<file path="src/hw/rtl/qknob_pkg.sv">
// ----------------------------------------------------------------------------
// qknob_pkg
// Shared types and constants for the quadrature knob with press timing.
// ----------------------------------------------------------------------------
package qknob_pkg;

    localparam int CFG_DATA_W = 16;
    localparam int CFG_IDX_W  = 2;
    localparam int CHG_W      = 3;
    localparam int DETENT_W   = 4;
    localparam int TICKS_W    = 16;

    localparam logic [CFG_IDX_W-1:0] CFG_IDX_DETENT = 2'd0;
    localparam logic [CFG_IDX_W-1:0] CFG_IDX_LONG   = 2'd1;

    localparam logic [DETENT_W-1:0] DETENT_RESET = 4'd4;
    localparam logic [DETENT_W-1:0] DETENT_MAX   = 4'd8;
    localparam logic [TICKS_W-1:0]  LONG_RESET   = 16'd250;

    // next phase state for a forward and a reverse Gray step
    localparam logic [1:0] FWD_NEXT [4] = '{2'd2, 2'd0, 2'd3, 2'd1};
    localparam logic [1:0] REV_NEXT [4] = '{2'd1, 2'd3, 2'd0, 2'd2};

    typedef struct packed {
        logic up;
        logic down;
    } t_rot_ev;

    typedef struct packed {
        logic short_press;
        logic long_press;
    } t_press_ev;

endpackage

</file>
<file path="src/hw/rtl/quadrature_knob_with_press_timing_top.sv">
// ----------------------------------------------------------------------------
// quadrature_knob_with_press_timing_top
// Poll-tick decoder for a quadrature knob with a push button.
// ----------------------------------------------------------------------------
// Each request is one poll tick and yields exactly one result. The block
// takes one request per clock cycle while the result register is not stalled;
// a result passes through the input register, then the result register. The
// phase and hold counters update once per accepted request, and a
// stalled result register holds both stages in place.
module quadrature_knob_with_press_timing_top
    import qknob_pkg::*;
#(
    parameter int HOLD_BITS = 16
) (
    input  logic                  i_clk,
    input  logic                  i_rst_n,
    input  logic                  i_cfg_we,
    input  logic [CFG_IDX_W-1:0]  i_cfg_index,
    input  logic [CFG_DATA_W-1:0] i_cfg_data,
    input  logic                  s_axis_tvalid,
    output logic                  s_axis_tready,
    // [0] phase_a, [1] phase_b, [2] button_down, [7:3] zero
    input  logic [7:0]            s_axis_tdata,
    output logic                  m_axis_tvalid,
    input  logic                  m_axis_tready,
    // [0] step_up, [1] step_down, [2] short_press, [3] long_press, [7:4] zero
    output logic [7:0]            m_axis_tdata
);

    logic [DETENT_W-1:0] r_detent;
    logic [TICKS_W-1:0]  r_long;
    logic                r_in_valid;
    logic [1:0]          r_in_phases;
    logic                r_in_button;
    logic                r_out_valid;
    logic [3:0]          r_out_data;
    logic                w_adv;
    logic                w_step;
    t_rot_ev             w_rot;
    t_press_ev           w_press;

    assign w_adv         = !r_out_valid || m_axis_tready;
    assign s_axis_tready = !r_in_valid || w_adv;
    assign w_step        = r_in_valid && w_adv;

    always_ff @(posedge i_clk) begin
        if (!i_rst_n) begin
            r_detent <= DETENT_RESET;
            r_long   <= LONG_RESET;
        end else if (i_cfg_we) begin
            if (i_cfg_index == CFG_IDX_DETENT) begin
                r_detent <= i_cfg_data[DETENT_W-1:0];
            end else if (i_cfg_index == CFG_IDX_LONG) begin
                r_long <= i_cfg_data[TICKS_W-1:0];
            end
        end
    end

    always_ff @(posedge i_clk) begin
        if (!i_rst_n) begin
            r_in_valid <= 1'b0;
        end else if (s_axis_tvalid && s_axis_tready) begin
            r_in_valid <= 1'b1;
        end else if (w_adv) begin
            r_in_valid <= 1'b0;
        end
    end

    always_ff @(posedge i_clk) begin
        if (s_axis_tvalid && s_axis_tready) begin
            r_in_phases <= {s_axis_tdata[0], s_axis_tdata[1]};
            r_in_button <= s_axis_tdata[2];
        end
    end

    qknob_rotary u_rotary (
        .i_clk    (i_clk),
        .i_rst_n  (i_rst_n),
        .i_en     (w_step),
        .i_phases (r_in_phases),
        .i_detent (r_detent),
        .o_ev     (w_rot)
    );

    qknob_press #(
        .HOLD_BITS (HOLD_BITS)
    ) u_press (
        .i_clk        (i_clk),
        .i_rst_n      (i_rst_n),
        .i_en         (w_step),
        .i_button     (r_in_button),
        .i_long_ticks (r_long),
        .o_ev         (w_press)
    );

    always_ff @(posedge i_clk) begin
        if (!i_rst_n) begin
            r_out_valid <= 1'b0;
        end else if (w_adv) begin
            r_out_valid <= r_in_valid;
        end
    end

    always_ff @(posedge i_clk) begin
        if (w_step) begin
            r_out_data <= {w_press.long_press, w_press.short_press, w_rot.down, w_rot.up};
        end
    end

    assign m_axis_tvalid = r_out_valid;
    assign m_axis_tdata  = {4'b0000, r_out_data};

endmodule

</file>
<file path="src/hw/rtl/qknob_rotary.sv">
// ----------------------------------------------------------------------------
// qknob_rotary
// Phase tracking, detent change counter and Gray step judgment.
// ----------------------------------------------------------------------------
module qknob_rotary
    import qknob_pkg::*;
(
    input  logic                i_clk,
    input  logic                i_rst_n,
    input  logic                i_en,
    input  logic [1:0]          i_phases,
    input  logic [DETENT_W-1:0] i_detent,
    output t_rot_ev             o_ev
);

    logic [1:0]       r_last, n_last;
    logic [CHG_W-1:0] r_cnt, n_cnt;
    logic [CHG_W-1:0] w_tgt_m1;
    logic             w_change;
    logic             w_judge;

    always_comb begin
        if (i_detent == '0) begin
            w_tgt_m1 = '0;
        end else if (i_detent > DETENT_MAX) begin
            w_tgt_m1 = CHG_W'(DETENT_MAX - 4'd1);
        end else begin
            w_tgt_m1 = CHG_W'(i_detent - 4'd1);
        end
    end

    assign w_change = (i_phases != r_last);
    assign w_judge  = w_change && (r_cnt >= w_tgt_m1);

    always_comb begin
        n_last    = r_last;
        n_cnt     = r_cnt;
        o_ev.up   = 1'b0;
        o_ev.down = 1'b0;
        if (w_change) begin
            n_last = i_phases;
            if (w_judge) begin
                n_cnt = '0;
                if (i_phases == FWD_NEXT[r_last]) begin
                    o_ev.down = 1'b1;
                end else if (i_phases == REV_NEXT[r_last]) begin
                    o_ev.up = 1'b1;
                end
            end else begin
                n_cnt = r_cnt + 3'd1;
            end
        end
    end

    always_ff @(posedge i_clk) begin
        if (!i_rst_n) begin
            r_last <= '0;
            r_cnt  <= '0;
        end else if (i_en) begin
            r_last <= n_last;
            r_cnt  <= n_cnt;
        end
    end

endmodule

</file>
<file path="src/hw/rtl/qknob_press.sv">
// ----------------------------------------------------------------------------
// qknob_press
// Saturating hold counter and short/long press classification on release.
// ----------------------------------------------------------------------------
module qknob_press
    import qknob_pkg::*;
#(
    parameter int HOLD_BITS = 16
) (
    input  logic               i_clk,
    input  logic               i_rst_n,
    input  logic               i_en,
    input  logic               i_button,
    input  logic [TICKS_W-1:0] i_long_ticks,
    output t_press_ev          o_ev
);

    localparam int CMP_W = (HOLD_BITS > TICKS_W) ? HOLD_BITS : TICKS_W;

    logic [HOLD_BITS-1:0] r_hold, n_hold;
    logic                 w_below;

    assign w_below = CMP_W'(r_hold) < CMP_W'(i_long_ticks);

    always_comb begin
        n_hold           = r_hold;
        o_ev.short_press = 1'b0;
        o_ev.long_press  = 1'b0;
        if (i_button) begin
            if (!(&r_hold)) begin
                n_hold = r_hold + 1'b1;
            end
        end else begin
            n_hold = '0;
            if (r_hold != '0) begin
                o_ev.short_press = w_below;
                o_ev.long_press  = !w_below;
            end
        end
    end

    always_ff @(posedge i_clk) begin
        if (!i_rst_n) begin
            r_hold <= '0;
        end else if (i_en) begin
            r_hold <= n_hold;
        end
    end

endmodule

</file>
<file path="config.mk">
export PLATFORM = sky130hd
export DESIGN_NAME = quadrature_knob_with_press_timing_top
export DESIGN_NICKNAME = d
export VERILOG_FILES = /design/src/hw/rtl/qknob_pkg.sv /design/src/hw/rtl/quadrature_knob_with_press_timing_top.sv /design/src/hw/rtl/qknob_rotary.sv /design/src/hw/rtl/qknob_press.sv
export SDC_FILE = /design/constraint.sdc
export NUM_CORES = 1
export LEC_CHECK = 0
export ABC_AREA = 1
export BUFFER_PORTS_ARGS = -buffer_cell sky130_fd_sc_hd__buf_2
export CORE_ASPECT_RATIO = 0.6
export CORE_UTILIZATION = 43
export DETAILED_ROUTE_END_ITERATION = 16
export GPL_TIMING_DRIVEN = 1
export PLACE_DENSITY = 0.64
export SLEW_MARGIN = 10
export SYNTH_ARGS = -nofsm -noshare
export SYNTH_HDL_FRONTEND = slang
export SYNTH_SLANG_ARGS = --single-unit
</file>
<file path="constraint.sdc">
create_clock -name i_clk -period 5.6 [get_ports i_clk]
set_clock_uncertainty 0.15 [all_clocks]
set_input_delay 0.28 -clock i_clk [delete_from_list [all_inputs] [get_ports i_clk]]
set_output_delay 0.28 -clock i_clk [all_outputs]
set_load 0.01 [all_outputs]
</file>
### After elaboration in Yosys (flattened, before gate mapping)

Cells that the tools add are included.

| operators by class | value |
|---|---|
| bitwise gates (word level) | 5 |
| equal/unequal tests | 5 |
| div/mod/pow operators | 0 |
| shift operators | 0 |
| magnitude comparators | 4 |
| $mul | 0 |
| reductions and logical operators | 20 |
| multiplexer cells | 15 |
| add/subtract/negate cells | 3 |

Operators by type and width:

| kind | number |
|---|---|
| 2-to-1 mux 16 bit | 2 |
| adder 16 x 1 -> 16 bit (second input constant) | 1 |
| < comparator 16 bit | 1 |
| AND reduction 16 bit | 1 |
| nonzero test 16 bit | 1 |
| 2-to-1 mux 3 bit | 3 |
| binary-select mux 2 bit (select 2 bit) | 2 |
| 2-to-1 mux 2 bit | 4 |
| AND reduction 2 bit | 4 |
| equality test 2 bit | 2 |
| greater-than comparator 4 bit (second input constant) | 1 |
| logical NOT 4 bit | 1 |
| 2-to-1 mux 1 bit | 4 |
| inverter 1 bit | 4 |
| adder 3 x 1 -> 3 bit (second input constant) | 1 |
| greater-or-equal comparator 3 bit | 1 |
| greater-or-equal comparator 3 bit (second input constant) | 1 |
| logical AND 1 bit | 3 |
| logical NOT 1 bit | 3 |
| inverter 2 -> 3 bit | 1 |
| AND reduction 3 bit | 1 |
| OR reduction 3 bit | 1 |
| subtractor 3 x 1 -> 3 bit (second input constant) | 1 |
| equality test 2 x 1 -> 1 bit (second input constant) | 1 |
| other kinds (6) | 7 |

| storage, ports and cells | value |
|---|---|
| bits in latches | 0 |
| input bits | 31 |
| output and inout port bits | 10 |
| word-level logic and storage cells | 64 |
| bits in writable memories | 0 |
| memories kept | 0 |
| register bits | 50 |
| memory bits (read-only) | 0 |

### Longest topological paths before layout

| logic depth | value |
|---|---|
| word-level depth | 7 |
| mapped depth | 13 |
| mapped depth without buffers | 13 |

### By module

From an unflattened synthesis, not the netlist that was laid out.

| second synthesis, totals | value |
|---|---|
| cell total of the unflattened synthesis | 449 |
| area total of the unflattened synthesis | 3019.1 um^2 |

By module, submodules not included:

| module | seq. area each (um^2) | area each (um^2) | cells each | times used |
|---|---|---|---|---|
| qknob_press | 320.3 | 1458.9 | 243 | 1 |
| quadrature_knob_with_press_timing_top | 650.6 | 1149.9 | 142 | 1 |
| qknob_rotary | 100.1 | 410.4 | 64 | 1 |

### Worst setup path after synthesis

Ideal clock, no wire load.

| timing | value |
|---|---|
| kind | register to register |
| start | register r_detent[0] |
| end | register r_out_data[0], data pin |
| period minus slack after synthesis | 2142 ps |
| data arrival time | 1732 ps |
| stages on the path, launching flop included | 10 |
| library setup time | 260 ps |
| setup slack | 3458 ps |
| data required time | 5190 ps |
| path buffers | 0 |
| path through | dfxtp_1 inv_1 ha_1 maj3_1 ha_1 a21o_1 a21oi_1 inv_1 nand2_1 nor3_1 |

| between the ends | value |
|---|---|
| word-level cells in the longest chain between the ends | 7 |
| elaborated cells on any way between the ends | 9 |
| those cells by class | add/sub: 1; order compare: 2; mux: 2; bitwise: 1; reduce/logical: 3 |

Ends and longest elaborated chain:

| item | line | source |
|---|---|---|
| start: declaration | quadrature_knob_with_press_timing_top.sv:30 | `logic [DETENT_W-1:0] r_detent;` |
| start signal: assignment | quadrature_knob_with_press_timing_top.sv:52 | `r_detent <= i_cfg_data[DETENT_W-1:0];` |
| greater-than comparator 4 bit / subtractor 3 x 1 -> 3 bit (equally long branches) | qknob_rotary.sv:25, qknob_rotary.sv:28 |  |
| 2-to-1 mux 3 bit | qknob_rotary.sv:25 | `end else if (i_detent > DETENT_MAX) begin` |
| 2-to-1 mux 3 bit * | qknob_rotary.sv:23 | `if (i_detent == '0) begin` |
| greater-or-equal comparator 3 bit * | qknob_rotary.sv:33 | `assign w_judge = w_change && (r_cnt >= w_tgt_m1);` |
| logical AND 1 bit * | qknob_rotary.sv:33 |  |
| inverter 1 bit (no line) * | -- |  |
| OR reduction 3 bit (no line) * | -- |  |
| end signal: assignment | quadrature_knob_with_press_timing_top.sv:106 | `r_out_data <= {w_press.long_press, w_press.short_press, w_rot.down, w_rot.up};` |
| end: declaration | quadrature_knob_with_press_timing_top.sv:36 | `logic [3:0] r_out_data;` |

Mark *: on every way between the ends. The rest lies on a longest branch, timed or not.
A chain may end at the register's enable or synchronous reset.

### Worst setup path after layout

Same ends and word-level chain as after synthesis.

==> results.md <==
- Status: complete, no violations
- Fillers: 614
- Max Clk Rate: 420.9 MHz
- Endpoints failing hold: 0
- GRT Total Usage: 20.53%
- Final setup viols: 0
- First-pass GRT wire length: 10.93 mm
- Post-synth ARST share: 0%
- Die X-Extent: 107.1 um
- Reg2Reg Depth: 9
- Worst hold path type: in -> reg
- Hold depth: 3
- Post-route ant nets: 0
- Worst Setup Path Type: reg -> reg
- Reg2reg end: r_out_data[0]$_SDFFCE_PP0P_
- Setup TNS: 0 ns
- Cell taking the most area after synthesis: dfxtp_1
- Reg2Reg Launch Point: r_detent[0]$_SDFFE_PN0P_
- Total gr overflow: 0
- Vias in the first global route: 2339
- Hold Path Sink: r_long[6]$_SDFFE_PN1P_
- Routed wire length: 6.366 mm
- Static leakage power: 1.456 nW
- Post-route minimum period: 2.376 ns
- Storage element area: 1071 um2
- Starting Density: 45.61%
- Worst setup SP type: flip-flop
- Flop2flop setup slack: 3.22 ns
- Distinct cell type count after synthesis: 34
- Share of layout cells above drive strength 1: 11.71%
- H-tree lvl count: 2
- TritonCTS clock tree: built
- Sequential fraction of the synthesis area: 37.58%
- #FFs+latches synth: 50
- Longest Clk Path Bufs: 2
- Clock-pin slew on the worst setup and hold paths: 0.09 ns
- Initial antenna violation count: 0
- Root Buffer: clkbuf_8
- I/O pin cnt: 41
- Leading register cell type out of synthesis: dfxtp_1
- Core Region: 6248 um2
- Diodes inserted: 0
- WL/cell: 12.46 um
- EDFF count, synth: 7
- Top cells by area, synth: dfxtp_1 (30%), nand2_1 (11%), ha_1 (9.7%)
- Req. time, crit path: 5.52 ns
- Relative slew slack: 55.89%
- Mapped Avg Cell Area: 7.198 um2
- TritonCTS buffer count: 5
- GP Congestion: 0.8433
- RSZ-0062 raised after global routing: false
- Crit-path max FO: 3
- First-pass DRT Iterations: 4
- Largest net degree at the start of global routing: 37
- Syn Inst Count: 396
- Synth top area share: 30.20%
- Worst-Margin Slew: 0.6617 ns
- Power density over the cells: 226.4 nW/um2
- Crit path capture type: flip-flop
- DRC violations left: 0
- Clock latency on the worst-skew pair: 0.32 ns
- Die area: 6969 um2
- Worst VDD drop: 0.0001279 V
- Final Cell Area: 3144 um2
- DPL Wire Length: 4.696 mm
- DR vias: 2509
- Die height: 65.07 um
- Mapped cell area: 2850 um2
- Layout net count: 479
- Area delta synth->final: 10.32%
- Hold Crit Start: i_cfg_data[6]
- CP arrival: 2.30 ns
- Area occupied by multi-input gates: 1459 um2
- CTS sink count: 50
- # rows: 22
- I/O Buffers: 31
- 1st-iter DRT viols: 147
- Area after DPL: 3033 um2
- Slew Limit Fails: 0
- Maxcap violations: 0
- Vias/cell: 4.910
- Yosys warnings: 0
- Period utilization: 42.43%
[per-layer routing]
metal / track usage (%) / up-vias / routed length, um
met1: 30.12 / 1123 / 3427
li1: - / 1326 / -
met2: 29.44 / 52 / 2515
met5: 0 / - / 0
met4: 6.336 / 0 / 76
met3: 4.628 / 8 / 347
[cell type report]
| cell class | instances | area share, % |
|---|---|---|
| Clock buffer | 6 | 2.308 |
| Sequential cell | 50 | 34.06 |
| Inverter | 64 | 7.720 |
| Tap cell | 84 | 3.343 |
| Timing Repair Buffer | 34 | 5.889 |
| Clock inverter | 2 | 0.2786 |
| Multi-Input combinational cell | 271 | 46.40 |
[metrics by stage]
step                util (%)  hold slack, ns  instances  setup WS, ns  total power [mW]
floorplan                  -          0.2289        399         3.458            0.4778
global placement       48.54          0.3004        500         3.241            0.5022
detailed placement     48.54          0.3066        500         3.242            0.5060
CTS                    50.32         0.02123        511         3.239            0.7155
global route           50.32         0.04289        511         3.083            0.7530
finish                 50.32         0.03147        511         3.224            0.7119
[sequential cells by signal, summed over array words and instances, names as in the netlist]
signal and flops:
r_in_button 1, u_rotary.r_cnt 3, r_in_phases 2, m_axis_tvalid 1, r_in_valid 1, u_rotary.r_last 2
u_press.r_hold 16, r_long 16, r_detent 4, r_out_data 4
[repair_timing]
item                                    in CTS  in global routing
hold buffers                                 3                  0
endpoints found under the hold margin        3                  0
resized for setup                            0                  0
endpoints found under the setup margin       0                  0
buffers inserted                             0                  0
[synth_stat cells (all sizes together), types with 2 or more instances]
library cell / n
nand2: 90
nand4: 4
clkbuf: 5
nor3: 4
nand3: 21
nor4: 2
inv: 63
ha: 22
o21ai: 29
a21oi: 39
xnor2: 2
o21bai: 3
o211ai: 6
edfxtp: 7
dfxtp: 43
buf: 9
nor2: 39
[critical path, cell delays in order, from the launching register on]
cell	delay [ns]
dfxtp_1	0.33
inv_1	0.06
ha_1	0.29
maj3_1	0.38
ha_1	0.28
a21o_1	0.18
a21oi_1	0.24
inv_1	0.08
nand2_1	0.10
nor3_1	0.06
[layout by cell type (no fill, tap or decap), types with 2 or more instances in the layout]
cell,Yosys,layout
nor2_4,2,2
a21oi_1,39,39
buf_2,2,31
nor2_2,2,2
nor3_1,4,4
dfxtp_1,43,43
o21bai_1,3,3
o21ai_0,29,29
inv_1,60,60
edfxtp_1,7,7
nor2_1,35,35
nand2_1,86,86
nor4_1,2,2
nand4_1,3,3
o211ai_1,6,6
nand3_1,21,21
dlygate4sd3_1,0,3
clkinv_1,1,2
ha_1,22,22
inv_2,2,2
conb_1,1,4
xnor2_1,2,2
clkbuf_8,0,5
nand2_2,3,3
[power breakdown]
group	internal, mW	switching, mW	total (mW)
clock	0.0863	0.126	0.212
sequential	0.381	0.0126	0.394
combinational	0.0413	0.0647	0.106
total	0.509	0.203	0.712
[how the worst max path moves through the flow]
stage               depth (start not counted)                     start                          end  slack, ns
finish                                      9  r_detent[0]$_SDFFE_PN0P_  r_out_data[0]$_SDFFCE_PP0P_       3.22
global route                                9  r_detent[0]$_SDFFE_PN0P_  r_out_data[0]$_SDFFCE_PP0P_       3.08
CTS                                         9  r_detent[0]$_SDFFE_PN0P_  r_out_data[0]$_SDFFCE_PP0P_       3.24
detailed placement                          9  r_detent[0]$_SDFFE_PN0P_  r_out_data[0]$_SDFFCE_PP0P_       3.24
global placement                            9  r_detent[0]$_SDFFE_PN0P_  r_out_data[0]$_SDFFCE_PP0P_       3.24
floorplan                                   9  r_detent[0]$_SDFFE_PN0P_  r_out_data[0]$_SDFFCE_PP0P_       3.46
[cells by family after synthesis]
| family | after synthesis | synth area share (%) |
|---|---|---|
| compound gates | 79 | 14.84 |
| other cells | 1 | 0.1316 |
| buf+inv | 78 | 11.63 |
| simple gates | 162 | 24.89 |
| fa+ha+maj | 23 | 10.01 |
| xor+xnor | 3 | 0.9220 |
| flops | 50 | 37.58 |
Power figures use the tool's default switching activity.
